File: config.mk
export PLATFORM = sky130hd
export DESIGN_NAME = load_cell_filter_linearizer_flat
export DESIGN_NICKNAME = d
export VERILOG_FILES = /design/src/lcfl_pkg.sv /design/src/lcfl_if.sv /design/src/lcfl_coef_regs.sv /design/src/lcfl_sequencer.sv /design/src/lcfl_datapath.sv /design/src/load_cell_filter_linearizer.sv /design/src/flat_wrapper.sv
export SDC_FILE = /design/constraint.sdc
export NUM_CORES = 2
export LEC_CHECK = 0
export BUFFER_PORTS_ARGS = -buffer_cell sky130_fd_sc_hd__buf_2
export CAP_MARGIN = 20
export CORE_UTILIZATION = 25
export CTS_BUF_LIST = sky130_fd_sc_hd__clkbuf_2
export DETAILED_ROUTE_END_ITERATION = 6
export MAX_ROUTING_LAYER = met4
export PLACE_DENSITY = 0.36
export SYNTH_ARGS = -nofsm -noshare
export SYNTH_HDL_FRONTEND = slang
export SYNTH_SLANG_ARGS = --single-unit
File: constraint.sdc
create_clock -name clock -period 12.25 [get_ports clock]
set_input_delay 1.8375 -clock clock [delete_from_list [all_inputs] [get_ports clock]]
set_output_delay 1.8375 -clock clock [all_outputs]
set_load 0.01 [all_outputs]
File: src/lcfl_pkg.sv
// Shared types, constants and the control store for the load cell filter and linearizer.
// Used by the channel interfaces and by every module of the block. No dependencies.
`default_nettype none

package lcfl_pkg;

   localparam int RAW_W     = 24;  // converter count and smoothed count
   localparam int COEF_W    = 32;  // signed Q8.24 coefficients
   localparam int FORCE_W   = 37;  // signed Q12.24 force
   localparam int FRAC_BITS = 23;  // magnitude is Q0.23 of full scale
   localparam int MAG_BITS  = 24;  // magnitude reaches 2^23 exactly
   localparam int ACC_W     = 35;  // Horner accumulator, bounded by the coefficient sum
   localparam int CSR_IDX_W = 3;
   localparam int PC_W      = 3;
   localparam int CNT_W     = 2;

   typedef enum logic [CSR_IDX_W-1:0] {
      REG_TENSION_C0  = 3'd0,
      REG_TENSION_C1  = 3'd1,
      REG_TENSION_C2  = 3'd2,
      REG_TENSION_C3  = 3'd3,
      REG_COMPRESS_C0 = 3'd4,
      REG_COMPRESS_C1 = 3'd5,
      REG_COMPRESS_C2 = 3'd6,
      REG_COMPRESS_C3 = 3'd7
   } reg_idx_type;

   // Datapath operations, one per control word.
   typedef enum logic [2:0] {
      OP_IDLE = 3'd0,  // wait for a request beat and capture it
      OP_FILT = 3'd1,  // weighted sum of old smoothed value and new count
      OP_DMUL = 3'd2,  // magnitude times reciprocal of the divisor
      OP_DQ   = 3'd3,  // quotient estimate and remainder
      OP_DFIX = 3'd4,  // quotient correction, sign, bank select, load c3
      OP_HMUL = 3'd5,  // accumulator times magnitude
      OP_HADD = 3'd6,  // floor scale and add next coefficient
      OP_OUT  = 3'd7   // negate, clamp and load the response register
   } op_type;

   typedef enum logic [1:0] {
      JC_NEXT     = 2'd0,  // always fall through
      JC_WAIT_REQ = 2'd1,  // hold until a request is present
      JC_LOOP     = 2'd2,  // jump to target while coefficients remain
      JC_WAIT_OUT = 2'd3   // jump to target once the response slot is free
   } jc_type;

   typedef logic [PC_W-1:0] pc_type;

   typedef struct packed {
      op_type op;
      jc_type jc;
      pc_type target;
   } ucw_type;

   // Control from sequencer to datapath.
   typedef struct packed {
      op_type           op;
      logic [CNT_W-1:0] cnt;
   } ctrl_type;

   // Status from datapath back to the sequencer.
   typedef struct packed {
      logic req_valid;
      logic out_free;
   } stat_type;

   localparam pc_type PC_IDLE = 3'd0;
   localparam pc_type PC_FILT = 3'd1;
   localparam pc_type PC_DMUL = 3'd2;
   localparam pc_type PC_DQ   = 3'd3;
   localparam pc_type PC_DFIX = 3'd4;
   localparam pc_type PC_HMUL = 3'd5;
   localparam pc_type PC_HADD = 3'd6;
   localparam pc_type PC_OUT  = 3'd7;

   function automatic ucw_type ucode_rom(input pc_type pc);
      ucw_type w;
      w = '{op: OP_IDLE, jc: JC_WAIT_REQ, target: PC_IDLE};
      case (pc)
         PC_IDLE: w = '{op: OP_IDLE, jc: JC_WAIT_REQ, target: PC_FILT};
         PC_FILT: w = '{op: OP_FILT, jc: JC_NEXT,     target: PC_DMUL};
         PC_DMUL: w = '{op: OP_DMUL, jc: JC_NEXT,     target: PC_DQ};
         PC_DQ:   w = '{op: OP_DQ,   jc: JC_NEXT,     target: PC_DFIX};
         PC_DFIX: w = '{op: OP_DFIX, jc: JC_NEXT,     target: PC_HMUL};
         PC_HMUL: w = '{op: OP_HMUL, jc: JC_NEXT,     target: PC_HADD};
         PC_HADD: w = '{op: OP_HADD, jc: JC_LOOP,     target: PC_HMUL};
         PC_OUT:  w = '{op: OP_OUT,  jc: JC_WAIT_OUT, target: PC_IDLE};
         default: w = '{op: OP_IDLE, jc: JC_WAIT_REQ, target: PC_IDLE};
      endcase
      return w;
   endfunction

endpackage

`default_nettype wire

File: src/lcfl_if.sv
// Channel interfaces of the load cell filter and linearizer: request, response, register write.
// Depends on lcfl_pkg for the field widths.
`default_nettype none

interface lcfl_req_if;
   import lcfl_pkg::*;
   logic                    valid;
   logic                    ready;
   logic signed [RAW_W-1:0] raw_count;
   logic                    mode;
   modport source (output valid, raw_count, mode, input ready);
   modport sink   (input valid, raw_count, mode, output ready);
endinterface

interface lcfl_rsp_if;
   import lcfl_pkg::*;
   logic                      valid;
   logic                      ready;
   logic signed [RAW_W-1:0]   filtered_count;
   logic signed [FORCE_W-1:0] force_res;
   logic                      saturated;
   modport source (output valid, filtered_count, force_res, saturated, input ready);
   modport sink   (input valid, filtered_count, force_res, saturated, output ready);
endinterface

interface lcfl_csr_if;
   import lcfl_pkg::*;
   logic                 valid;
   logic                 ready;
   logic [CSR_IDX_W-1:0] index;
   logic [COEF_W-1:0]    data;
   modport source (output valid, index, data, input ready);
   modport sink   (input valid, index, data, output ready);
endinterface

`default_nettype wire

File: src/lcfl_coef_regs.sv
// Coefficient register file: eight signed Q8.24 words written through the register channel.
// Depends on lcfl_pkg and lcfl_csr_if.
`default_nettype none

module lcfl_coef_regs (
   input  wire logic                            clock,
   input  wire logic                            reset,
   lcfl_csr_if.sink                             csr_ch,
   input  wire logic [lcfl_pkg::CSR_IDX_W-1:0]  coef_idx,
   output logic signed [lcfl_pkg::COEF_W-1:0]   coef
);
   import lcfl_pkg::*;

   localparam int NUM_REGS = 2 ** CSR_IDX_W;

   logic signed [COEF_W-1:0] coef_ff [NUM_REGS];

   assign csr_ch.ready = !reset;

   always_ff @(posedge clock) begin
      if (reset) begin
         for (int i = 0; i < NUM_REGS; i++) begin
            coef_ff[i] <= '0;
         end
      end else if (csr_ch.valid) begin
         coef_ff[csr_ch.index] <= signed'(csr_ch.data);
      end
   end

   assign coef = coef_ff[coef_idx];

endmodule

`default_nettype wire

File: src/lcfl_sequencer.sv
// Microcode sequencer: step counter, control store lookup, coefficient loop counter.
// Depends on lcfl_pkg for the control word layout and the program.
`default_nettype none

module lcfl_sequencer (
   input  wire logic               clock,
   input  wire logic               reset,
   input  wire lcfl_pkg::stat_type stat,
   output lcfl_pkg::ctrl_type      ctrl
);
   import lcfl_pkg::*;

   pc_type           pc_ff, pc_in;
   logic [CNT_W-1:0] cnt_ff, cnt_in;
   ucw_type          word;

   assign word = ucode_rom(pc_ff);

   always_ff @(posedge clock) begin
      if (reset) begin
         pc_ff  <= PC_IDLE;
         cnt_ff <= '0;
      end else begin
         pc_ff  <= pc_in;
         cnt_ff <= cnt_in;
      end
   end

   always_comb begin
      pc_in  = pc_ff + pc_type'(1);
      cnt_in = cnt_ff;
      case (word.jc)
         JC_NEXT:     pc_in = pc_ff + pc_type'(1);
         JC_WAIT_REQ: pc_in = stat.req_valid ? word.target : pc_ff;
         JC_LOOP:     pc_in = (cnt_ff != '0) ? word.target : pc_ff + pc_type'(1);
         JC_WAIT_OUT: pc_in = stat.out_free ? word.target : pc_ff;
         default:     pc_in = pc_ff + pc_type'(1);
      endcase
      // c3 is loaded at the fix-up step, then c2, c1 and c0 are added in turn.
      if (word.op == OP_DFIX) begin
         cnt_in = CNT_W'(2);
      end else if (word.op == OP_HADD && cnt_ff != '0) begin
         cnt_in = cnt_ff - CNT_W'(1);
      end
   end

   assign ctrl.op  = word.op;
   assign ctrl.cnt = cnt_ff;

   a_cnt_load: assert property (@(posedge clock) disable iff (reset)
      (ctrl.op == OP_DFIX) |=> (cnt_ff == CNT_W'(2)))
      else $error("coefficient counter not loaded at fix-up step");

   a_loop_back: assert property (@(posedge clock) disable iff (reset)
      (ctrl.op == OP_HADD && cnt_ff != '0) |=> (ctrl.op == OP_HMUL))
      else $error("Horner loop did not repeat");

   a_loop_exit: assert property (@(posedge clock) disable iff (reset)
      (ctrl.op == OP_HADD && cnt_ff == '0) |=> (ctrl.op == OP_OUT))
      else $error("Horner loop did not exit to output step");

   a_out_hold: assert property (@(posedge clock) disable iff (reset)
      (ctrl.op == OP_OUT && !stat.out_free) |=> (ctrl.op == OP_OUT))
      else $error("output step left while response slot busy");

endmodule

`default_nettype wire

File: src/lcfl_datapath.sv
// Datapath: filter, constant divide by reciprocal, shared multiplier for Horner, clamp, response.
// Depends on lcfl_pkg, lcfl_req_if and lcfl_rsp_if; driven by lcfl_sequencer.
`default_nettype none

module lcfl_datapath #(
   parameter int FILTER_WEIGHT = 5
) (
   input  wire logic                            clock,
   input  wire logic                            reset,
   input  wire lcfl_pkg::ctrl_type              ctrl,
   output lcfl_pkg::stat_type                   stat,
   lcfl_req_if.sink                             req_ch,
   lcfl_rsp_if.source                           rsp_ch,
   output logic [lcfl_pkg::CSR_IDX_W-1:0]       coef_idx,
   input  wire logic signed [lcfl_pkg::COEF_W-1:0] coef
);
   import lcfl_pkg::*;

   // |W*s + raw| <= (W+1)*2^23, so this many bits hold the magnitude.
   localparam int MAG_W   = RAW_W + $clog2(FILTER_WEIGHT + 1);
   localparam int FACC_W  = MAG_W + 1;
   localparam int MUL_A_W = (ACC_W > MAG_W + 1) ? ACC_W : MAG_W + 1;
   localparam int MUL_B_W = (MAG_BITS + 1 > MAG_W + 1) ? MAG_BITS + 1 : MAG_W + 1;
   localparam int PROD_W  = MUL_A_W + MUL_B_W;
   localparam int FW      = FORCE_W + 1;

   localparam logic signed [FACC_W-1:0] WEIGHT = FACC_W'(FILTER_WEIGHT);
   localparam logic [MAG_W-1:0]         DIV    = MAG_W'(FILTER_WEIGHT + 1);
   // floor(2^MAG_W / DIV): the estimate is the true quotient or one below it.
   localparam logic [MAG_W-1:0]         RECIP  =
      MAG_W'((64'd1 << MAG_W) / (FILTER_WEIGHT + 1));
   localparam logic signed [FW-1:0]     FMAX   = (FW'(1) << (FORCE_W - 1)) - FW'(1);
   localparam logic signed [FW-1:0]     FMIN   = -(FW'(1) << (FORCE_W - 1));

   logic signed [RAW_W-1:0]   raw_ff;
   logic                      mode_ff;
   logic                      fneg_ff;
   logic [MAG_W-1:0]          fmag_ff;
   logic signed [PROD_W-1:0]  prod_ff;
   logic [MAG_BITS-1:0]       q0_ff;
   logic [MAG_W-1:0]          rem_ff;
   logic signed [RAW_W-1:0]   smoothed_ff, smoothed_in;
   logic [MAG_BITS-1:0]       mag_ff, mag_in;
   logic                      neg_ff, neg_in;
   logic signed [ACC_W-1:0]   acc_ff, acc_in;
   logic                      rsp_valid_ff;
   logic signed [RAW_W-1:0]   rsp_filt_ff;
   logic signed [FORCE_W-1:0] rsp_force_ff;
   logic                      rsp_sat_ff;

   logic signed [FACC_W-1:0]  facc;
   logic signed [MUL_A_W-1:0] mul_a;
   logic signed [MUL_B_W-1:0] mul_b;
   logic signed [PROD_W-1:0]  prod;
   logic signed [PROD_W-1:0]  prod_scaled;
   logic [MAG_BITS-1:0]       q0;
   logic [MAG_W-1:0]          qd;
   logic [MAG_BITS-1:0]       q;
   logic signed [FW-1:0]      force_w;
   logic                      sat;
   logic                      req_take;
   logic                      out_free;
   logic [CSR_IDX_W-1:0]      bank_base;
   logic [CNT_W-1:0]          coef_k;

   assign req_ch.ready = (ctrl.op == OP_IDLE) && !reset;
   assign req_take     = req_ch.valid && req_ch.ready;
   assign out_free     = !rsp_valid_ff || rsp_ch.ready;
   assign stat.req_valid = req_ch.valid;
   assign stat.out_free  = out_free;

   assign facc = WEIGHT * FACC_W'(smoothed_ff) + FACC_W'(raw_ff);

   // Quotient estimate and its remainder, both taken from the product register.
   assign q0 = prod_ff[MAG_W +: MAG_BITS];
   assign qd = MAG_W'({{(MAG_W - MAG_BITS){1'b0}}, q0} * DIV);

   // Quotient correction; the smoothed magnitude equals the quotient.
   assign q  = q0_ff + MAG_BITS'(rem_ff >= DIV);
   assign smoothed_in = fneg_ff ? -RAW_W'(q) : RAW_W'(q);
   assign mag_in      = q;
   // Zero argument always takes the tension bank without negation.
   assign neg_in      = (q != '0) && (mode_ff || fneg_ff);

   always_comb begin
      bank_base = (ctrl.op == OP_DFIX ? neg_in : neg_ff) ? REG_COMPRESS_C0 : REG_TENSION_C0;
      coef_k    = (ctrl.op == OP_DFIX) ? CNT_W'(3) : ctrl.cnt;
      coef_idx  = bank_base | CSR_IDX_W'(coef_k);
   end

   // One shared multiplier: reciprocal divide, then the three Horner products.
   always_comb begin
      mul_a = '0;
      mul_b = '0;
      case (ctrl.op)
         OP_DMUL: begin
            mul_a = MUL_A_W'(fmag_ff);
            mul_b = MUL_B_W'(RECIP);
         end
         OP_HMUL: begin
            mul_a = MUL_A_W'(acc_ff);
            mul_b = MUL_B_W'(mag_ff);
         end
         default: begin
            mul_a = '0;
            mul_b = '0;
         end
      endcase
   end

   assign prod        = mul_a * mul_b;
   assign prod_scaled = prod_ff >>> FRAC_BITS;  // arithmetic shift rounds toward minus infinity

   always_comb begin
      acc_in = acc_ff;
      case (ctrl.op)
         OP_DFIX: acc_in = ACC_W'(coef);
         OP_HADD: acc_in = ACC_W'(prod_scaled) + ACC_W'(coef);
         default: acc_in = acc_ff;
      endcase
   end

   always_comb begin
      force_w = neg_ff ? -FW'(acc_ff) : FW'(acc_ff);
      sat     = (force_w > FMAX) || (force_w < FMIN);
   end

   always_ff @(posedge clock) begin
      if (req_take) begin
         raw_ff  <= req_ch.raw_count;
         mode_ff <= req_ch.mode;
      end
      if (ctrl.op == OP_FILT) begin
         fneg_ff <= facc[FACC_W-1];
         fmag_ff <= facc[FACC_W-1] ? MAG_W'(-facc) : MAG_W'(facc);
      end
      if (ctrl.op == OP_DMUL || ctrl.op == OP_HMUL) begin
         prod_ff <= prod;
      end
      if (ctrl.op == OP_DQ) begin
         q0_ff  <= q0;
         rem_ff <= fmag_ff - qd;
      end
      if (ctrl.op == OP_DFIX) begin
         mag_ff <= mag_in;
         neg_ff <= neg_in;
      end
      acc_ff <= acc_in;
      if (ctrl.op == OP_OUT && out_free) begin
         rsp_filt_ff  <= smoothed_ff;
         rsp_force_ff <= sat ? (force_w > FMAX ? FORCE_W'(FMAX) : FORCE_W'(FMIN))
                             : FORCE_W'(force_w);
         rsp_sat_ff   <= sat;
      end
   end

   always_ff @(posedge clock) begin
      if (reset) begin
         smoothed_ff  <= '0;
         rsp_valid_ff <= 1'b0;
      end else begin
         if (ctrl.op == OP_DFIX) begin
            smoothed_ff <= smoothed_in;
         end
         if (ctrl.op == OP_OUT && out_free) begin
            rsp_valid_ff <= 1'b1;
         end else if (rsp_ch.ready) begin
            rsp_valid_ff <= 1'b0;
         end
      end
   end

   assign rsp_ch.valid          = rsp_valid_ff;
   assign rsp_ch.filtered_count = rsp_filt_ff;
   assign rsp_ch.force_res      = rsp_force_ff;
   assign rsp_ch.saturated      = rsp_sat_ff;

   a_rsp_from_out: assert property (@(posedge clock) disable iff (reset)
      $rose(rsp_valid_ff) |-> $past(ctrl.op == OP_OUT))
      else $error("response raised outside the output step");

   a_mag_range: assert property (@(posedge clock) disable iff (reset)
      (ctrl.op == OP_HMUL) |-> (mag_ff <= (MAG_BITS'(1) << FRAC_BITS)))
      else $error("Horner magnitude above full scale");

   a_zero_tension: assert property (@(posedge clock) disable iff (reset)
      (ctrl.op == OP_HMUL && mag_ff == '0) |-> !neg_ff)
      else $error("zero argument routed to compression bank");

endmodule

`default_nettype wire

File: src/load_cell_filter_linearizer.sv
// Load cell filter and cubic linearizer, top level.
// Request channel req_ch carries a signed 24-bit converter count and a mode bit
// (1 forces the compression side). Response channel rsp_ch returns the new
// smoothed count, the linearized force in signed Q12.24 and a clamp flag, one
// response beat per request beat, in order. Register channel csr_ch writes the
// eight signed Q8.24 coefficients: indexes 0 to 3 are tension c0..c3, 4 to 7
// compression c0..c3; it is ready whenever reset is low. The user must write it only
// while idle; the block itself does not enforce this. A request is taken in the
// sequencer's wait step. The response register loads in the output step, after
// four steps for the filter and its divide by the filter weight plus one and
// three multiply/add pairs on the one shared multiplier. A new request is taken
// once that step completes; each item finishes before the next. When the receiver
// stalls, the finished result waits in the response register, the next item is
// still accepted and computed, and the sequencer holds in its output step until
// the register is taken. Reset clears the smoothed count, all coefficients, the
// response valid flag and returns the sequencer to its wait step; no channel
// accepts a beat while reset is high.
// Depends on lcfl_pkg, the channel interfaces and the three submodules.
`default_nettype none

module load_cell_filter_linearizer #(
   parameter int FILTER_WEIGHT = 5
) (
   input  wire logic  clock,
   input  wire logic  reset,
   lcfl_req_if.sink   req_ch,
   lcfl_rsp_if.source rsp_ch,
   lcfl_csr_if.sink   csr_ch
);
   import lcfl_pkg::*;

   ctrl_type                 ctrl;
   stat_type                 stat;
   logic [CSR_IDX_W-1:0]     coef_idx;
   logic signed [COEF_W-1:0] coef;

   lcfl_coef_regs u_coef_regs (
      .clock    (clock),
      .reset    (reset),
      .csr_ch   (csr_ch),
      .coef_idx (coef_idx),
      .coef     (coef)
   );

   lcfl_sequencer u_sequencer (
      .clock (clock),
      .reset (reset),
      .stat  (stat),
      .ctrl  (ctrl)
   );

   lcfl_datapath #(
      .FILTER_WEIGHT (FILTER_WEIGHT)
   ) u_datapath (
      .clock    (clock),
      .reset    (reset),
      .ctrl     (ctrl),
      .stat     (stat),
      .req_ch   (req_ch),
      .rsp_ch   (rsp_ch),
      .coef_idx (coef_idx),
      .coef     (coef)
   );

endmodule

`default_nettype wire
File: src/flat_wrapper.sv
// flat-port wrapper written by rule: the top's interface ports become plain ports
module load_cell_filter_linearizer_flat import lcfl_pkg::*;
#(
   parameter int FILTER_WEIGHT = 5
)
  (clock, reset, req_ch_valid, req_ch_raw_count, req_ch_mode, req_ch_ready, rsp_ch_valid, rsp_ch_filtered_count, rsp_ch_force_res, rsp_ch_saturated, rsp_ch_ready, csr_ch_valid, csr_ch_index, csr_ch_data, csr_ch_ready);
  lcfl_req_if req_ch_i ();
  lcfl_rsp_if rsp_ch_i ();
  lcfl_csr_if csr_ch_i ();
  input  wire logic clock;
  input  wire logic reset;
  input wire logic [$bits(req_ch_i.valid)-1:0] req_ch_valid;
  input wire logic [$bits(req_ch_i.raw_count)-1:0] req_ch_raw_count;
  input wire logic [$bits(req_ch_i.mode)-1:0] req_ch_mode;
  output wire logic [$bits(req_ch_i.ready)-1:0] req_ch_ready;
  output wire logic [$bits(rsp_ch_i.valid)-1:0] rsp_ch_valid;
  output wire logic [$bits(rsp_ch_i.filtered_count)-1:0] rsp_ch_filtered_count;
  output wire logic [$bits(rsp_ch_i.force_res)-1:0] rsp_ch_force_res;
  output wire logic [$bits(rsp_ch_i.saturated)-1:0] rsp_ch_saturated;
  input wire logic [$bits(rsp_ch_i.ready)-1:0] rsp_ch_ready;
  input wire logic [$bits(csr_ch_i.valid)-1:0] csr_ch_valid;
  input wire logic [$bits(csr_ch_i.index)-1:0] csr_ch_index;
  input wire logic [$bits(csr_ch_i.data)-1:0] csr_ch_data;
  output wire logic [$bits(csr_ch_i.ready)-1:0] csr_ch_ready;
  assign req_ch_i.valid = req_ch_valid;
  assign req_ch_i.raw_count = req_ch_raw_count;
  assign req_ch_i.mode = req_ch_mode;
  assign req_ch_ready = req_ch_i.ready;
  assign rsp_ch_valid = rsp_ch_i.valid;
  assign rsp_ch_filtered_count = rsp_ch_i.filtered_count;
  assign rsp_ch_force_res = rsp_ch_i.force_res;
  assign rsp_ch_saturated = rsp_ch_i.saturated;
  assign rsp_ch_i.ready = rsp_ch_ready;
  assign csr_ch_i.valid = csr_ch_valid;
  assign csr_ch_i.index = csr_ch_index;
  assign csr_ch_i.data = csr_ch_data;
  assign csr_ch_ready = csr_ch_i.ready;
  load_cell_filter_linearizer #(.FILTER_WEIGHT(FILTER_WEIGHT)) u_core (.clock(clock), .reset(reset), .req_ch(req_ch_i), .rsp_ch(rsp_ch_i), .csr_ch(csr_ch_i));
endmodule
==> impl_metrics.yaml <==
outcome:
  status: "completed"
run:
  maxCapViolCount: 0
die:
  die_w_microns: 490
  start_util_pct: 25.2
  dieHeight_microns: 490
  core_area_sq_mm: 0.236
  io-pin-count: 130
  rows: 178
  dieArea_sq_mm: 0.240
detailed_routing:
  route.detailed.drc: 0
  vias: 41800
  first_iter_violations: 2574
  dr.pass1.iters: 5
  route.detailed.wl_per_inst_microns: 23.5
  ant_nets: 0
  routed_wl_mm: 219
  via_per_inst: 4.49
synth:
  synth_warnings: 0
  synth_ff_type: "edfxtp_1"
  synthesis.area_sq_mm: 0.0595
  synth.distinct_cells: 85
  ys_seq_elements: 554
  synthArstFlopShare_pct: 0
  yosysSeqAreaShare_pct: 27.3
  synth_area_per_cell_sq_um: 10.2
  synth-edff-count: 515
  syn_inst: 5846
timing:
  hold_slack_ps: 412
  slew_viol_final: 0
  period_share_pct: 88.9
  setup_viol_count_final: 0
  skew_ps: 156
  rsz0062_at_grt: "no"
  finalHoldViolCount: 0
  fmax_mhz: 91.8
  worst_slew_pin_slew_ps: 1160
  setup-tns-final_ps: 0
  final.min_clock_period_ps: 10900
  relSlewSlack_pct: 22.6
pwr:
  ir_drop_mv: 0.166
  powerDensity_mw_per_mm2: 234
  p_leak_nw: 29.9
layout:
  nets: 7277
  nFillCells: 25000
  syn_to_final_growth_pct: 11.0
  layout-drive-gt1-share_pct: 10.5
  final_common_cell: "inv_1"
  layout_common_cells: "inv_1, fa_1, nor2_1"
  multiInputGateArea_sq_mm: 0.0383
  seq_area_sq_mm: 0.0162
critical_path:
  end_kind: "flop"
  cp.required_ps: 13470
  crit_arrival_ps: 12120
  worstPathMaxFanout: 47
  cp-start-kind: "flop"
  crit_type: "reg -> reg"
clock_tree:
  ctsLongestPathBuffers: 3
  postCtsSetupRepairBufs: 0
  h-tree-depth: 4
  clock_sinks: 554
  cts_hold_buf: 0
  root_buffer: "clkbuf_2"
  clk_pin_slew_ps: 120
  tritoncts: "done"
  clk_latency_ps: 1600
  post_cts_resized: 0
  cts_made_buffers: 158
global_route:
  antenna_found_initial: 17
  grt_max_degree: 77
  first_global_vias: 45100
  grt_overflow: 0
  grt_pass1_wl_mm: 319
  grt_usage_pct: 19.2
worst_hold_path:
  hold_class: "in -> reg"
placement:
  gp_congestion: 0.885
  dp_hpwl_mm: 170
  io_buffers: 129
-- worst max-delay path: stages (launching register included) --
cell and delay (ps):
dfxtp_1 420, and3b_4 900, buf_4 550, a21o_1 770
nand2_1 200, fa_1 540, fa_1 530, fa_1 580
fa_1 450, fa_1 550, inv_1 50, fa_1 470
inv_1 50, fa_1 480, inv_1 40, ha_1 300
and4_1 260, nand2_1 80, a211o_1 260, o21ai_0 680
o22ai_1 440, o31a_1 480, o21ai_0 380, a221o_1 290
a21oi_1 140, o311ai_0 470, xor2_1 120
-- area by class of cell --
| cell class | instances | share of cell area [%] |
|---|---|---|
| diodes | 22 | 0.0834 |
| flip-flops and latches | 554 | 24.6 |
| multi-input cells | 3937 | 58.1 |
| clock inverters | 44 | 0.647 |
| inverters | 1120 | 6.37 |
| repair buffers | 247 | 2.43 |
| clock buffers | 236 | 1.79 |
| well taps | 3150 | 5.97 |
-- per-stage QoR --
stage / setup WS, ps / std cells / power [mW] / instance area, sq um / util [%]
6_report: 1350 / 9310 / 15.5 / 66000 / 28.0
5_1_grt: 671 / 9304 / 16.8 / 66000 / 28.0
4_1_cts: 1380 / 9284 / 15.7 / 65900 / 27.9
3_5_place_dp: 1400 / 9004 / 14.0 / 64300 / 27.2
3_3_place_gp: 1400 / 9001 / 14.0 / 64200 / 27.2
2_1_floorplan: 3570 / 5851 / 10.1 / 59500 / -
-- layer usage --
layer	vias to the layer above	global-route usage, %	wire [microns]
li1	19000	-	-
met1	21500	24.2	95500
met5	-	-	0
met4	0	5.62	6650
met2	1033	32.1	108000
met3	275	2.33	9410
-- report_power, final --
| part | switching [mW] | internal, mW | total, mW | leakage (nW) |
|---|---|---|---|---|
| sequential | 0.626 | 2.83 | 3.46 | 5.16 |
| clock | 0.880 | 0.691 | 1.57 | 1.17 |
| combinational | 6.55 | 3.87 | 10.4 | 23.6 |
| total | 8.06 | 7.39 | 15.5 | 29.9 |
-- sequential cells by signal, indices dropped and copies added, names as in the netlist, 26 cells and up --
| register | flops |
|---|---|
| u_core.u_coef_regs.coef_ff | 256 |
| u_core.u_datapath.fmag_ff | 27 |
| u_core.u_datapath.rsp_ch.force_res | 37 |
| u_core.u_datapath.prod_ff | 35 |
| u_core.u_datapath.acc_ff | 35 |
| u_core.u_datapath.rem_ff | 26 |
-- final timing paths --
kind	start	endpoint	slack, ps	cells after the start
hold / removal	req_ch_raw_count[4]	u_core.u_datapath.raw_ff[4]$_DFFE_PP_	410	1
setup / recovery	u_core.u_sequencer.word[6]$_DFF_P_	u_core.u_datapath.prod_ff[54]$_DFFE_PN_	1350	26
hold reg to reg	u_core.u_datapath.smoothed_ff[21]$_SDFFE_PP0P_	u_core.u_datapath.smoothed_ff[21]$_SDFFE_PP0P_	530	2
setup reg to reg	u_core.u_sequencer.word[6]$_DFF_P_	u_core.u_datapath.prod_ff[54]$_DFFE_PN_	1350	26
-- Yosys cell counts (78+ instances only) --
library cell     n  area [sq um]
clkbuf_1       211           792
nor2_1         600          2250
inv_1         1119          4200
xor2_1          79           692
o21ai_0        127           636
a21oi_1        194           971
edfxtp_1       515         15500
ha_1           304          3800
nand2_1        441          1660
fa_1           890         17800
xnor2_1        176          1540
a21o_1         114           856
and2_1         308          1930
mux2i_1        105          1050
and3_1          78           488
-- cells by family (layout without fill, tap and decap cells) --
group / Yosys count / in the layout / synth area share, %
adders and majority gates: 1199 / 1199 / 36.5
muxes: 181 / 181 / 3.89
and+or+nand+nor: 1674 / 1674 / 13.3
buffers and inverters: 1360 / 1647 / 8.67
other: 1 / 28 / 0.00631
DFF: 554 / 554 / 27.3
xor gates and xnor gates: 255 / 255 / 3.76
AOI/OAI and AO/OA: 622 / 622 / 6.59
(Power assumes the default switching activity.)
